<file path="config.mk">
export PLATFORM = sky130hd
export DESIGN_NAME = source_text_tokenizer_flat
export DESIGN_NICKNAME = d
export VERILOG_FILES = /design/src/rtl/stt_pkg.sv /design/src/rtl/stt_if.sv /design/src/rtl/stt_front.sv /design/src/rtl/stt_queue.sv /design/src/rtl/stt_back.sv /design/src/rtl/source_text_tokenizer.sv /design/src/flat_wrapper.sv
export SDC_FILE = /design/constraint.sdc
export NUM_CORES = 1
export LEC_CHECK = 0
export BUFFER_PORTS_ARGS = -buffer_cell sky130_fd_sc_hd__buf_2
export CORE_UTILIZATION = 60
export DETAILED_ROUTE_END_ITERATION = 10
export PLACE_DENSITY = 0.75
export SLEW_MARGIN = 10
export SYNTH_ARGS = -nofsm -noshare
export SYNTH_HDL_FRONTEND = slang
export SYNTH_SLANG_ARGS = --single-unit
</file>
<file path="constraint.sdc">
create_clock -name clk -period 6.78 [get_ports clk]
set_clock_uncertainty 0.05 [all_clocks]
set_input_delay 0.339 -clock clk [delete_from_list [all_inputs] [get_ports clk]]
set_output_delay 0.339 -clock clk [all_outputs]
set_load 0.005 [all_outputs]
</file>
<file path="src/rtl/stt_pkg.sv">
// stt_pkg: shared types, codes and byte classes for the source text tokenizer
// no dependencies; used by every rtl file of the block but stt_if

package stt_pkg;

  // lexer mode codes
  localparam logic [2:0] MODE_IDLE = 3'd0;
  localparam logic [2:0] MODE_RUN  = 3'd1;
  localparam logic [2:0] MODE_EQ   = 3'd2;
  localparam logic [2:0] MODE_CHR  = 3'd3;
  localparam logic [2:0] MODE_ESC  = 3'd4;

  // result kind codes
  localparam logic KIND_APPEND = 1'b0;
  localparam logic KIND_CLOSE  = 1'b1;

  // character constants
  localparam logic [7:0] CH_UNDERSCORE = 8'h5F;
  localparam logic [7:0] CH_DOT        = 8'h2E;
  localparam logic [7:0] CH_EQUAL      = 8'h3D;
  localparam logic [7:0] CH_QUOTE      = 8'h27;
  localparam logic [7:0] CH_BACKSLASH  = 8'h5C;
  localparam logic [7:0] CH_LOWER_N    = 8'h6E;
  localparam logic [7:0] CH_ZERO       = 8'h30;
  localparam logic [7:0] CH_NINE       = 8'h39;
  localparam logic [7:0] CH_NEWLINE    = 8'h0A;
  localparam logic [7:0] CH_NUL        = 8'h00;

  // most results one byte can cause
  localparam int STT_MAX_RESULTS = 3;
  // default depth of the queue between front and back
  localparam int STT_QUEUE_DEPTH = 4;

  // results planned for one accepted byte
  typedef struct packed {
    logic [1:0]                          cnt;
    logic [STT_MAX_RESULTS-1:0]          kind;
    logic [STT_MAX_RESULTS-1:0][7:0]     data;
  } res_plan_t;

  function automatic logic is_digit(input logic [7:0] c);
    return (c >= CH_ZERO) && (c <= CH_NINE);
  endfunction

  function automatic logic is_word_byte(input logic [7:0] c);
    return is_digit(c) || ((c >= 8'h61) && (c <= 8'h7A)) ||
           ((c >= 8'h41) && (c <= 8'h5A)) || (c == CH_UNDERSCORE);
  endfunction

  function automatic logic is_single(input logic [7:0] c);
    logic r;
    case (c)
      8'h2B, 8'h2D, 8'h3B, 8'h2E, 8'h28, 8'h29, 8'h3F,
      8'h7B, 8'h7D, 8'h40, 8'h2A, 8'h26, 8'h2F, 8'h2C: r = 1'b1;
      default: r = 1'b0;
    endcase
    return r;
  endfunction

  // add one result to a plan
  function automatic res_plan_t plan_push(input res_plan_t p, input logic k,
                                          input logic [7:0] b);
    res_plan_t q;
    q = p;
    if (p.cnt != 2'(STT_MAX_RESULTS)) begin
      q.kind[p.cnt] = k;
      q.data[p.cnt] = b;
      q.cnt         = p.cnt + 2'd1;
    end
    return q;
  endfunction

endpackage

</file>
<file path="src/rtl/stt_if.sv">
// stt_if: valid/ready channel interfaces for tokenizer bytes and results
// no dependencies

interface stt_in_if;
  logic       valid;
  logic       ready;
  logic [7:0] in_byte;
  logic       end_of_text;

  modport source (output valid, output in_byte, output end_of_text, input ready);
  modport sink (input valid, input in_byte, input end_of_text, output ready);
endinterface

interface stt_out_if;
  logic       valid;
  logic       ready;
  logic [7:0] out_byte;
  logic       result_kind;
  logic       last_of_run;

  modport source (output valid, output out_byte, output result_kind,
                  output last_of_run, input ready);
  modport sink (input valid, input out_byte, input result_kind,
                input last_of_run, output ready);
endinterface

</file>
<file path="src/rtl/stt_front.sv">
// stt_front: accepts bytes, runs the lexer state and plans the results of each byte
// depends on stt_pkg and stt_in_if

module stt_front
  import stt_pkg::*;
(
  input  logic       clk,
  input  logic       rst_n,
  stt_in_if.sink     in_if,
  input  logic       q_full,
  output logic       push,
  output res_plan_t  plan
);

  logic [2:0] mode_r, mode_nxt;
  logic       digit_r, digit_nxt;
  logic       open_r, open_nxt;
  logic       accept;

  assign in_if.ready = !q_full;
  assign accept      = in_if.valid && !q_full;

  // lexer step: plan results and next state
  always_comb begin
    res_plan_t  p;
    logic       do_close;
    logic       do_start;
    logic [7:0] c;
    p         = '0;
    do_close  = 1'b0;
    do_start  = 1'b0;
    c         = in_if.in_byte;
    mode_nxt  = mode_r;
    digit_nxt = digit_r;
    open_nxt  = open_r;

    if (in_if.end_of_text) begin
      do_close = 1'b1;
    end else begin
      unique case (mode_r)
        MODE_RUN: begin
          if (is_word_byte(c) || ((c == CH_DOT) && digit_r)) begin
            p         = plan_push(p, KIND_APPEND, c);
            digit_nxt = is_digit(c);
          end else begin
            do_close = 1'b1;
            do_start = 1'b1;
          end
        end
        MODE_EQ: begin
          if (c == CH_EQUAL) begin
            p = plan_push(p, KIND_APPEND, c);
          end else begin
            do_start = 1'b1;
          end
          do_close = 1'b1;
        end
        MODE_CHR: begin
          if (c == CH_QUOTE) begin
            do_close = 1'b1;
          end else if (c == CH_BACKSLASH) begin
            mode_nxt = MODE_ESC;
          end else begin
            p = plan_push(p, KIND_APPEND, c);
          end
        end
        MODE_ESC: begin
          if (c == CH_LOWER_N) begin
            p = plan_push(p, KIND_APPEND, CH_NEWLINE);
          end else if (c == CH_ZERO) begin
            p = plan_push(p, KIND_APPEND, CH_NUL);
          end else if ((c == CH_QUOTE) || (c == CH_BACKSLASH)) begin
            p = plan_push(p, KIND_APPEND, c);
          end
          mode_nxt = MODE_CHR;
        end
        default: begin
          mode_nxt = MODE_IDLE;
          do_start = 1'b1;
        end
      endcase
    end

    // close any pending word
    if (do_close) begin
      if (open_nxt) p = plan_push(p, KIND_CLOSE, 8'h00);
      open_nxt  = 1'b0;
      digit_nxt = 1'b0;
      mode_nxt  = MODE_IDLE;
    end

    // begin a new word with this byte
    if (do_start) begin
      if (is_word_byte(c)) begin
        p         = plan_push(p, KIND_APPEND, c);
        open_nxt  = 1'b1;
        digit_nxt = is_digit(c);
        mode_nxt  = MODE_RUN;
      end else if (is_single(c)) begin
        p         = plan_push(p, KIND_APPEND, c);
        p         = plan_push(p, KIND_CLOSE, 8'h00);
        open_nxt  = 1'b0;
        digit_nxt = 1'b0;
        mode_nxt  = MODE_IDLE;
      end else if (c == CH_EQUAL) begin
        p        = plan_push(p, KIND_APPEND, c);
        open_nxt = 1'b1;
        mode_nxt = MODE_EQ;
      end else if (c == CH_QUOTE) begin
        p        = plan_push(p, KIND_APPEND, c);
        open_nxt = 1'b1;
        mode_nxt = MODE_CHR;
      end
    end

    plan = p;
  end

  // bytes with no results never enter the queue
  assign push = accept && (plan.cnt != 2'd0);

  // lexer state
  always_ff @(posedge clk) begin
    if (!rst_n) begin
      mode_r  <= MODE_IDLE;
      digit_r <= 1'b0;
      open_r  <= 1'b0;
    end else if (accept) begin
      mode_r  <= mode_nxt;
      digit_r <= digit_nxt;
      open_r  <= open_nxt;
    end
  end

endmodule

</file>
<file path="src/rtl/stt_queue.sv">
// stt_queue: small first-in first-out buffer of result plans between front and back
// depends on stt_pkg

module stt_queue
  import stt_pkg::*;
#(
  parameter int DEPTH = STT_QUEUE_DEPTH
) (
  input  logic      clk,
  input  logic      rst_n,
  input  logic      push,
  input  res_plan_t push_plan,
  output logic      full,
  input  logic      pop,
  output logic      not_empty,
  output res_plan_t head
);

  localparam int PW = (DEPTH > 1) ? $clog2(DEPTH) : 1;
  localparam int CW = $clog2(DEPTH + 1);

  res_plan_t         mem_r [DEPTH];
  logic [PW-1:0]     wr_ptr_r, rd_ptr_r;
  logic [CW-1:0]     count_r;
  logic              do_push, do_pop;

  assign full      = (count_r == CW'(DEPTH));
  assign not_empty = (count_r != '0);
  assign head      = mem_r[rd_ptr_r];
  assign do_push   = push && !full;
  assign do_pop    = pop && not_empty;

  // storage
  always_ff @(posedge clk) begin
    if (do_push) mem_r[wr_ptr_r] <= push_plan;
  end

  // pointers and fill level
  always_ff @(posedge clk) begin
    if (!rst_n) begin
      wr_ptr_r <= '0;
      rd_ptr_r <= '0;
      count_r  <= '0;
    end else begin
      if (do_push) begin
        wr_ptr_r <= (wr_ptr_r == PW'(DEPTH - 1)) ? '0 : wr_ptr_r + PW'(1);
      end
      if (do_pop) begin
        rd_ptr_r <= (rd_ptr_r == PW'(DEPTH - 1)) ? '0 : rd_ptr_r + PW'(1);
      end
      if (do_push && !do_pop) count_r <= count_r + CW'(1);
      else if (do_pop && !do_push) count_r <= count_r - CW'(1);
    end
  end

endmodule

</file>
<file path="src/rtl/stt_back.sv">
// stt_back: holds one result plan and sends its results one per cycle while out_if is ready
// depends on stt_pkg and stt_out_if

module stt_back
  import stt_pkg::*;
(
  input  logic       clk,
  input  logic       rst_n,
  input  logic       q_not_empty,
  input  res_plan_t  q_head,
  output logic       pop,
  stt_out_if.source  out_if
);

  res_plan_t  cur_r;
  logic       cur_valid_r;
  logic [1:0] idx_r;
  logic       last;
  logic       sent;

  assign last = (idx_r == (cur_r.cnt - 2'd1));
  assign sent = cur_valid_r && out_if.ready;
  assign pop  = q_not_empty && (!cur_valid_r || (sent && last));

  // result drive from the held plan
  assign out_if.valid       = cur_valid_r;
  assign out_if.out_byte    = cur_r.data[idx_r];
  assign out_if.result_kind = cur_r.kind[idx_r];
  assign out_if.last_of_run = last;

  // plan register and slot counter
  always_ff @(posedge clk) begin
    if (!rst_n) begin
      cur_valid_r <= 1'b0;
      idx_r       <= '0;
    end else if (pop) begin
      cur_valid_r <= 1'b1;
      idx_r       <= '0;
    end else if (sent) begin
      if (last) begin
        cur_valid_r <= 1'b0;
        idx_r       <= '0;
      end else begin
        idx_r <= idx_r + 2'd1;
      end
    end
  end

  always_ff @(posedge clk) begin
    if (pop) cur_r <= q_head;
  end

endmodule

</file>
<file path="src/rtl/source_text_tokenizer.sv">
// source_text_tokenizer: top level, front lexer, plan queue and result sender
// depends on stt_pkg, stt_if, stt_front, stt_queue, stt_back
//
//   channel  direction  handshake          payload
//   in_if    sink       valid / ready      in_byte[7:0], end_of_text
//   out_if   source     valid / ready      out_byte[7:0], result_kind, last_of_run
//
// a byte is taken every cycle while the plan queue has room; its zero to three
// results leave one per cycle while out_if is ready, so sustained throughput is
// set by the result sender.
// the first result of a byte is registered in the plan queue, then in the sender's plan register.
// rst_n is synchronous and clears lexer state, queue pointers and the sender.
// a stalled out_if holds the current result; the queue absorbs bytes meanwhile.

module source_text_tokenizer
  import stt_pkg::*;
#(
  parameter int QUEUE_DEPTH = STT_QUEUE_DEPTH
) (
  input  logic      clk,
  input  logic      rst_n,
  stt_in_if.sink    in_if,
  stt_out_if.source out_if
);

  res_plan_t plan;
  res_plan_t head;
  logic      push;
  logic      q_full;
  logic      q_not_empty;
  logic      pop;

  stt_front u_front (
    .clk    (clk),
    .rst_n  (rst_n),
    .in_if  (in_if),
    .q_full (q_full),
    .push   (push),
    .plan   (plan)
  );

  stt_queue #(
    .DEPTH (QUEUE_DEPTH)
  ) u_queue (
    .clk       (clk),
    .rst_n     (rst_n),
    .push      (push),
    .push_plan (plan),
    .full      (q_full),
    .pop       (pop),
    .not_empty (q_not_empty),
    .head      (head)
  );

  stt_back u_back (
    .clk         (clk),
    .rst_n       (rst_n),
    .q_not_empty (q_not_empty),
    .q_head      (head),
    .pop         (pop),
    .out_if      (out_if)
  );

endmodule

</file>
<file path="src/flat_wrapper.sv">
// flat-port wrapper written by rule: the top's interface ports become plain ports
module source_text_tokenizer_flat import stt_pkg::*;
#(
  parameter int QUEUE_DEPTH = STT_QUEUE_DEPTH
)
  (clk, rst_n, in_if_valid, in_if_in_byte, in_if_end_of_text, in_if_ready, out_if_valid, out_if_out_byte, out_if_result_kind, out_if_last_of_run, out_if_ready);
  stt_in_if in_if_i ();
  stt_out_if out_if_i ();
  input  logic clk;
  input  logic rst_n;
  input wire logic [$bits(in_if_i.valid)-1:0] in_if_valid;
  input wire logic [$bits(in_if_i.in_byte)-1:0] in_if_in_byte;
  input wire logic [$bits(in_if_i.end_of_text)-1:0] in_if_end_of_text;
  output wire logic [$bits(in_if_i.ready)-1:0] in_if_ready;
  output wire logic [$bits(out_if_i.valid)-1:0] out_if_valid;
  output wire logic [$bits(out_if_i.out_byte)-1:0] out_if_out_byte;
  output wire logic [$bits(out_if_i.result_kind)-1:0] out_if_result_kind;
  output wire logic [$bits(out_if_i.last_of_run)-1:0] out_if_last_of_run;
  input wire logic [$bits(out_if_i.ready)-1:0] out_if_ready;
  assign in_if_i.valid = in_if_valid;
  assign in_if_i.in_byte = in_if_in_byte;
  assign in_if_i.end_of_text = in_if_end_of_text;
  assign in_if_ready = in_if_i.ready;
  assign out_if_valid = out_if_i.valid;
  assign out_if_out_byte = out_if_i.out_byte;
  assign out_if_result_kind = out_if_i.result_kind;
  assign out_if_last_of_run = out_if_i.last_of_run;
  assign out_if_i.ready = out_if_ready;
  source_text_tokenizer #(.QUEUE_DEPTH(QUEUE_DEPTH)) u_core (.clk(clk), .rst_n(rst_n), .in_if(in_if_i), .out_if(out_if_i));
endmodule
</file>
---- Word level (Yosys, flattened, before mapping) ----
Memory sizes are Yosys's and may differ from the RTL's. A register that Yosys moved wholly into a read port is not among the register bits.
Cells that the tools add are included.
storage, ports and cells
  register bits after elaboration ......... 15
  RAM bits ................................ 116
  input bits .............................. 13
  output and inout bits ................... 12
  logic and storage cells ................. 189
  memories kept ........................... 1
memories
  name                  depth  width  rd ports  clocked after Yosys merged registers in  wr ports  line             source
  u_core.u_queue.mem_r  4      29     1         1                                        1         stt_queue.sv:22  res_plan_t mem_r [DEPTH];
cells by class
  add/subtract/negate cells ............... 9
  magnitude comparators ................... 13
  equality and inequality tests ........... 31
  multiplexer cells ....................... 82
  bitwise operators ....................... 9
  reduce and logical (&&, ||, !) cells .... 36
operators by type and width
  kind                                                                                 count
  29-bit 2-to-1 mux                                                                    13
  28-bit 2-to-1 mux                                                                    8
  8-bit by 6-bit equality test with 1-bit output, second input constant                14
  28-bit case mux with 4 select lines                                                  1
  24-bit AND                                                                           2
  8-bit demux with 2-bit select                                                        3
  8-bit by 7-bit equality test with 1-bit output, second input constant                6
  24-bit NOT                                                                           2
  3-bit 2-to-1 mux                                                                     11
  8-bit 2-to-1 mux                                                                     4
  1-bit 2-to-1 mux                                                                     30
  24-bit bitwise mux                                                                   1
  8-bit binary-select mux with 2-bit select                                            1
  8-bit by 7-bit greater-or-equal comparator with 1-bit output, second input constant  2
  8-bit by 7-bit less-or-equal comparator with 1-bit output, second input constant     2
  1-bit logical AND                                                                    16
  14-bit OR reduction                                                                  1
  2-bit by 1-bit adder with 2-bit output, second input constant                        6
  2-bit by 3-bit less-than comparator with 1-bit output, second input constant         4
  3-bit case mux with 3 select lines                                                   1
  8-bit by 6-bit greater-or-equal comparator with 1-bit output, second input constant  1
  8-bit by 6-bit less-or-equal comparator with 1-bit output, second input constant     1
  2-bit nonzero test                                                                   4
  1-bit demux with 2-bit select                                                        3
  other kinds (22)                                                                     43

---- Depth between registers and ports, before layout ----
  depth after elaboration ................. 45
  depth in mapped cells ................... 18
  mapped depth without buffers ............ 16

---- By module ----
A second synthesis with hierarchy kept.
second synthesis, totals
  cell total of the unflattened synthesis .. 461
  area total of the unflattened synthesis .. 7220.7 um^2
modules (own cells, without submodules)
  module     times used  cells each  area each (um^2)  sequential area each (um^2)
  stt_queue  1           202         4669.5            3663.5
  stt_front  1           176         1303.8            100.1
  stt_back   1           83          1247.4            930.9

---- Worst setup path after synthesis ----
No wires, ideal clock.
  path type ............................... input to register
  from .................................... in in_if_in_byte[4]
  to ...................................... reg u_core.u_queue.count_r[2]
  data arrival time ....................... 3.698 ns
  required time ........................... 6.659 ns
  path slack .............................. 2.962 ns
  stages on the path ...................... 17
  cells stage by stage .................... buf_2 -> or4b_4 -> nor3_2 -> or2b_4 -> o21bai_2 -> a21oi_2 -> inv_1 -> ha_1 -> inv_1 -> o21ai_1 -> a31oi_2 -> ha_1 -> inv_1 -> fa_1 -> xor2_1 -> or3_1 -> a21oi_1
on the way
  word-level cells in the longest chain between the ends .. 29
RTL lines
  what                                                                                        line                          source
  from (decl)                                                                                 flat_wrapper.sv:12            input wire logic [$bits(in_if_i.in_byte)-1:0] in_if_in_byte;
  8-bit by 6-bit greater-or-equal comparator with 1-bit output, or another cell as far along  stt_pkg.sv:42                 return (c >= CH_ZERO) && (c <= CH_NINE);
  1-bit logical AND, on equally long branches                                                 stt_pkg.sv:42, stt_pkg.sv:46
  1-bit logical OR (2 in a row)                                                               stt_pkg.sv:46                 return is_digit(c) || ((c >= 8'h61) && (c <= 8'h7A)) ||
  1-bit logical OR                                                                            stt_pkg.sv:47                 ((c >= 8'h41) && (c <= 8'h5A)) || (c == CH_UNDERSCORE);
  1-bit logical OR                                                                            stt_front.sv:42               if (is_word_byte(c) || ((c == CH_DOT) && digit_r)) begin
  28-bit 2-to-1 mux                                                                           stt_front.sv:42
  28-bit case mux with 4 select lines                                                         stt_front.sv:40               unique case (mode_r)
  28-bit 2-to-1 mux                                                                           stt_front.sv:37               if (in_if.end_of_text) begin
  [13 not listed]                                                                             n/a
  29-bit 2-to-1 mux *                                                                         stt_front.sv:93               if (do_start) begin
  2-bit nonzero test *                                                                        stt_front.sv:120              assign push = accept && (plan.cnt != 2'd0);
  1-bit logical AND *                                                                         stt_front.sv:120
  1-bit logical AND *                                                                         stt_queue.sv:30               assign do_push = push && !full;
  via u_core.u_queue.do_push                                                                  stt_queue.sv:25               logic do_push, do_pop;
  1-bit zero test                                                                             stt_queue.sv:52               else if (do_pop && !do_push) count_r <= count_r - CW'(1);
  1-bit logical AND                                                                           stt_queue.sv:52
  2-bit nonzero test (no line)                                                                n/a
  to (signal assigned)                                                                        stt_queue.sv:51               if (do_push && !do_pop) count_r <= count_r + CW'(1);
  to (signal assigned)                                                                        stt_queue.sv:52
  to (decl)                                                                                   stt_queue.sv:24               logic [CW-1:0] count_r;
Mark *: on every way through the listed nets, which the timed path passes. The rest lies on a longest branch. The select of a mux whose other input is x is not followed.
A chain may end at the register's enable or synchronous reset.

---- Worst setup path after layout ----
  from .................................... reg u_core.u_front.mode_r[1]
  to ...................................... reg u_core.u_queue.count_r[2]
on the way
  word-level cells in the longest chain between the ends .. 23
RTL lines
  what                                                                            line                          source
  from (decl)                                                                     stt_front.sv:15               logic [2:0] mode_r, mode_nxt;
  from (signal assigned)                                                          stt_front.sv:129              mode_r <= mode_nxt;
  3-bit equality test, or another cell as far along                               stt_front.sv:40
  28-bit case mux with 4 select lines                                             stt_front.sv:40
  28-bit 2-to-1 mux                                                               stt_front.sv:37
  2-bit by 1-bit adder with 2-bit output / 2-bit != test (equally long branches)  stt_pkg.sv:68, stt_pkg.sv:65
  29-bit 2-to-1 mux                                                               stt_pkg.sv:65                 if (p.cnt != 2'(STT_MAX_RESULTS)) begin
  29-bit 2-to-1 mux                                                               stt_front.sv:86               if (open_nxt) p = plan_push(p, KIND_CLOSE, 8'h00);
  29-bit 2-to-1 mux                                                               stt_front.sv:85               if (do_close) begin
  2-bit by 1-bit adder with 2-bit output / 2-bit != test (equally long branches)  stt_pkg.sv:68, stt_pkg.sv:65
  [8 not listed]                                                                  n/a
  29-bit 2-to-1 mux *                                                             stt_front.sv:93
  2-bit nonzero test *                                                            stt_front.sv:120
  1-bit logical AND *                                                             stt_front.sv:120
  1-bit logical AND *                                                             stt_queue.sv:30
  via u_core.u_queue.do_push                                                      stt_queue.sv:25
  1-bit zero test                                                                 stt_queue.sv:52
  1-bit logical AND                                                               stt_queue.sv:52
  2-bit nonzero test (no line)                                                    n/a
Marks and branches as above.

==> results_dict.tcl <==
set metrics [dict create \
    peakVddDrop_uv 165 \
    path_clk_slew_ns 0.07 \
    core_area_um2 11500 \
    root_buffer "clkbuf_16" \
    grt_pass1_wl_um 22200 \
    layout.nets 522 \
    synth_commonest_cells "edfxtp_1, nand2_1, mux4_2, o21ai_0, and2_1" \
    drcViolationCount 2 \
    ctsHoldBuffers 0 \
    slew_violations 0 \
    n_antenna_cell 0 \
    grt_usage_pct 24.3 \
    r2r_cells 16 \
    max_freq_ghz 0.244 \
    synthesis.area_um2 7130 \
    yosysWarnings 0 \
    crit_top_cell "inv_1" \
    synth_cell_types 75 \
    detail_route.first_pass.iterations 8 \
    grt_pass1_vias 4126 \
    clkPwrFrac_pct 34.1 \
    synth_edf_count 145 \
    num_vias 4019 \
    crit_chain "nor2b_1 -> o211ai_2 -> o21a_1 -> o21a_1 -> a21oi_2 -> inv_1 -> ha_1 -> inv_1 -> o21ai_1 -> a31oi_2 -> ha_1 -> inv_1 -> fa_1 -> xor2_1 -> or3_1 -> a21oi_1" \
    required_ns 7.06 \
    critical-path-max-stage-delay_ns 0.49 \
    p_leak_nw 2.76 \
    fp-row-count 39 \
    violations "DRC" \
    ant_nets 0 \
    drt_iter0_drc 369 \
    routed_wl_um 13700 \
    synth.most_common_cell "edfxtp_1" \
    clockBufferDepth 2 \
    port_buffers 24 \
    hp-class "primary input to flop" \
    status "complete, but fails checks" \
    rsz0062_at_grt "false" \
    drive_gt1_share_pct 22.8 \
    internal-power_mw 2.03 \
    initial_core_util_pct 61.9 \
    netSwitchingFraction_pct 26.9 \
    ys_ff_latch 160 \
    cp_max_fo 10 \
    power_density_nw_per_um2 348 \
    setup_viol 0 \
    instances_no_fill 656 \
    cts_tree "built" \
    worstSetupStartpointType "flop" \
    slowest_stage "dfxtp_1" \
    crit_type "flop to flop" \
    p_comb_share_pct 18.3 \
    grt_max_degree 33 \
    pwr-share-seq_pct 47.7 \
    io_pins 25 \
    maxCapViolations 0 \
    timing.final.crit_share_pct 60.5 \
    synth_area_per_cell_um2 15.3 \
    fin_area_um2 8010 \
    cts_buffers 17 \
    die_y_um 111 \
    synth-seq-area-share_pct 65.3 \
    overflow 0 \
    dp.cells 624 \
    period_needed_ns 4.10 \
    cts.sinks 160 \
    antenna_found_initial 0 \
    setup_tns_ns 0 \
    cts_setup_buffers 0 \
    wl_per_cell_um 20.8 \
    yosysTopAreaCellShare_pct 61.0 \
    worstMarginPinSlew_ns 0.843 \
    gp_congestion 0.810 \
    die_w_um 111 \
    via_per_inst 6.13 \
    max-slew-margin-rel_pct 43.8 \
    arrival_ns 4.39 \
    setup_ws_ns 2.68 \
    post_cts_resize_count 0 \
    syn_inst 465 \
    clkLatencyLatePin_ns 0.41 \
    dpl_cell_area_um2 7410 \
    place_ws_ns 2.47 \
    htreeDepth 4 \
    hold_viol 0 \
    switchingPower_uw 750 \
    synth_top_cell_by_area "edfxtp_1" \
    area_delta_synth_final_pct 12.3 \
    endpoint_kind "flop" \
    synth_area_leaders "edfxtp_1, mux4_2, dfxtp_1" \
    fin_hold_ws_ns 0.185 \
    hold-path-cell-count 3 \
    ys.flop_type "edfxtp_1" \
    die_area_um2 12300 \
    synthArstFlopShare_pct 0 \
    dp_hpwl_um 8280 \
]
-- power groups by stage --
stage | logic [mW] | clock network, mW | registers, mW
after floorplan | 0.392 | 0 | 1.30
after global placement | 0.494 | 0 | 1.34
after detailed placement | 0.505 | 0 | 1.35
after CTS | 0.516 | 0.961 | 1.33
final | 0.509 | 0.948 | 1.33
after global routing | 0.564 | 1.00 | 1.34
-- registers in the layout (all words and copies together), names as in the netlist --
signal	flops
u_core.u_front.open_r	1
u_core.u_back.cur_r	29
u_core.u_queue.rd_ptr_r	2
u_core.u_queue.count_r	3
u_core.u_back.out_if.valid	1
u_core.u_front.digit_r	1
u_core.u_front.mode_r	3
u_core.u_queue.wr_ptr_r	2
u_core.u_back.idx_r	2
u_core.u_queue.mem_r	116
-- per-layer routing --
| metal | track usage, % | vias to the layer above | share of wire (%) |
|---|---|---|---|
| li1 | - | 1888 | - |
| met1 | 32.5 | 2027 | 44 |
| met2 | 40.5 | 98 | 51 |
| met3 | 4.87 | 6 | 4.2 |
| met4 | 7.75 | 0 | 0.56 |
| met5 | 0 | - | 0 |
-- worst max-delay path, delay by kind of cell, from the launching register on --
| kind | cells | cell delay [ns] |
|---|---|---|
| compound gates | 7 | 1.46 |
| xor+xnor | 1 | 0.19 |
| fa+ha+maj | 3 | 0.89 |
| buf+inv | 3 | 0.24 |
| flops | 1 | 0.49 |
| simple gates | 2 | 0.70 |
-- cells in the final DEF (no fill, tap or decap), types with 3 or more instances in the layout --
cell type and n:
mux4_2 29, nor3_1 3, nand4b_1 3, inv_1 13, edfxtp_1 145, nand2_1 35
a21o_1 3, o21ai_0 24, nor2_1 19, clkinv_4 3, a21oi_1 15, clkbuf_16 17
buf_2 24, inv_6 6, nand3_1 3, o21ai_1 5, nor2b_1 5, and2_1 22
o211ai_1 6, nand4_1 4, a2bb2oi_1 3, or3_1 3, o21a_1 3, buf_4 8
a21boi_1 6, conb_1 8, dfxtp_1 13, ha_1 8, mux2i_1 11
-- kinds of logic (layout without fill, tap and decap cells) --
family	after synthesis	count (layout)	synth area share (%)
DFF	160	160	65.3
xor gates and xnor gates	4	4	0.491
buffers and inverters	36	77	2.23
adders and majority gates	11	11	1.96
muxes	40	40	10.7
other	1	8	0.0526
AOI/OAI and AO/OA	92	92	9.21
and+or+nand+nor	121	121	10.1
-- final timing paths --
| path | slack (ns) | startpoint | endpoint |
|---|---|---|---|
| hold / removal | 0.19 | rst_n | u_core.u_front.digit_r$_SDFFE_PN0P_ |
| setup / recovery | 2.68 | u_core.u_front.mode_r[1]$_SDFFE_PN0P_ | u_core.u_queue.count_r[2]$_SDFFE_PN0P_ |
| hold reg to reg | 0.51 | u_core.u_front.mode_r[2]$_SDFFE_PN0P_ | u_core.u_front.mode_r[2]$_SDFFE_PN0P_ |
| setup reg to reg | 2.68 | u_core.u_front.mode_r[1]$_SDFFE_PN0P_ | u_core.u_queue.count_r[2]$_SDFFE_PN0P_ |
-- per-stage QoR --
stage	power (mW)	utilization [%]
floorplan	1.70	-
global placement	1.84	64.4
detailed placement	1.85	64.4
CTS	2.81	69.6
global route	2.91	69.6
finish	2.78	69.6
-- area by class of cell --
class,instances,area [um2]
clock inverters,15,175
fillers,751,3500
flip-flops and latches,160,4660
well taps,143,179
clock buffers,17,425
repair buffers,32,180
inverters,13,48.8
multi-input cells,276,2350
Power figures use the tool's default switching activity.
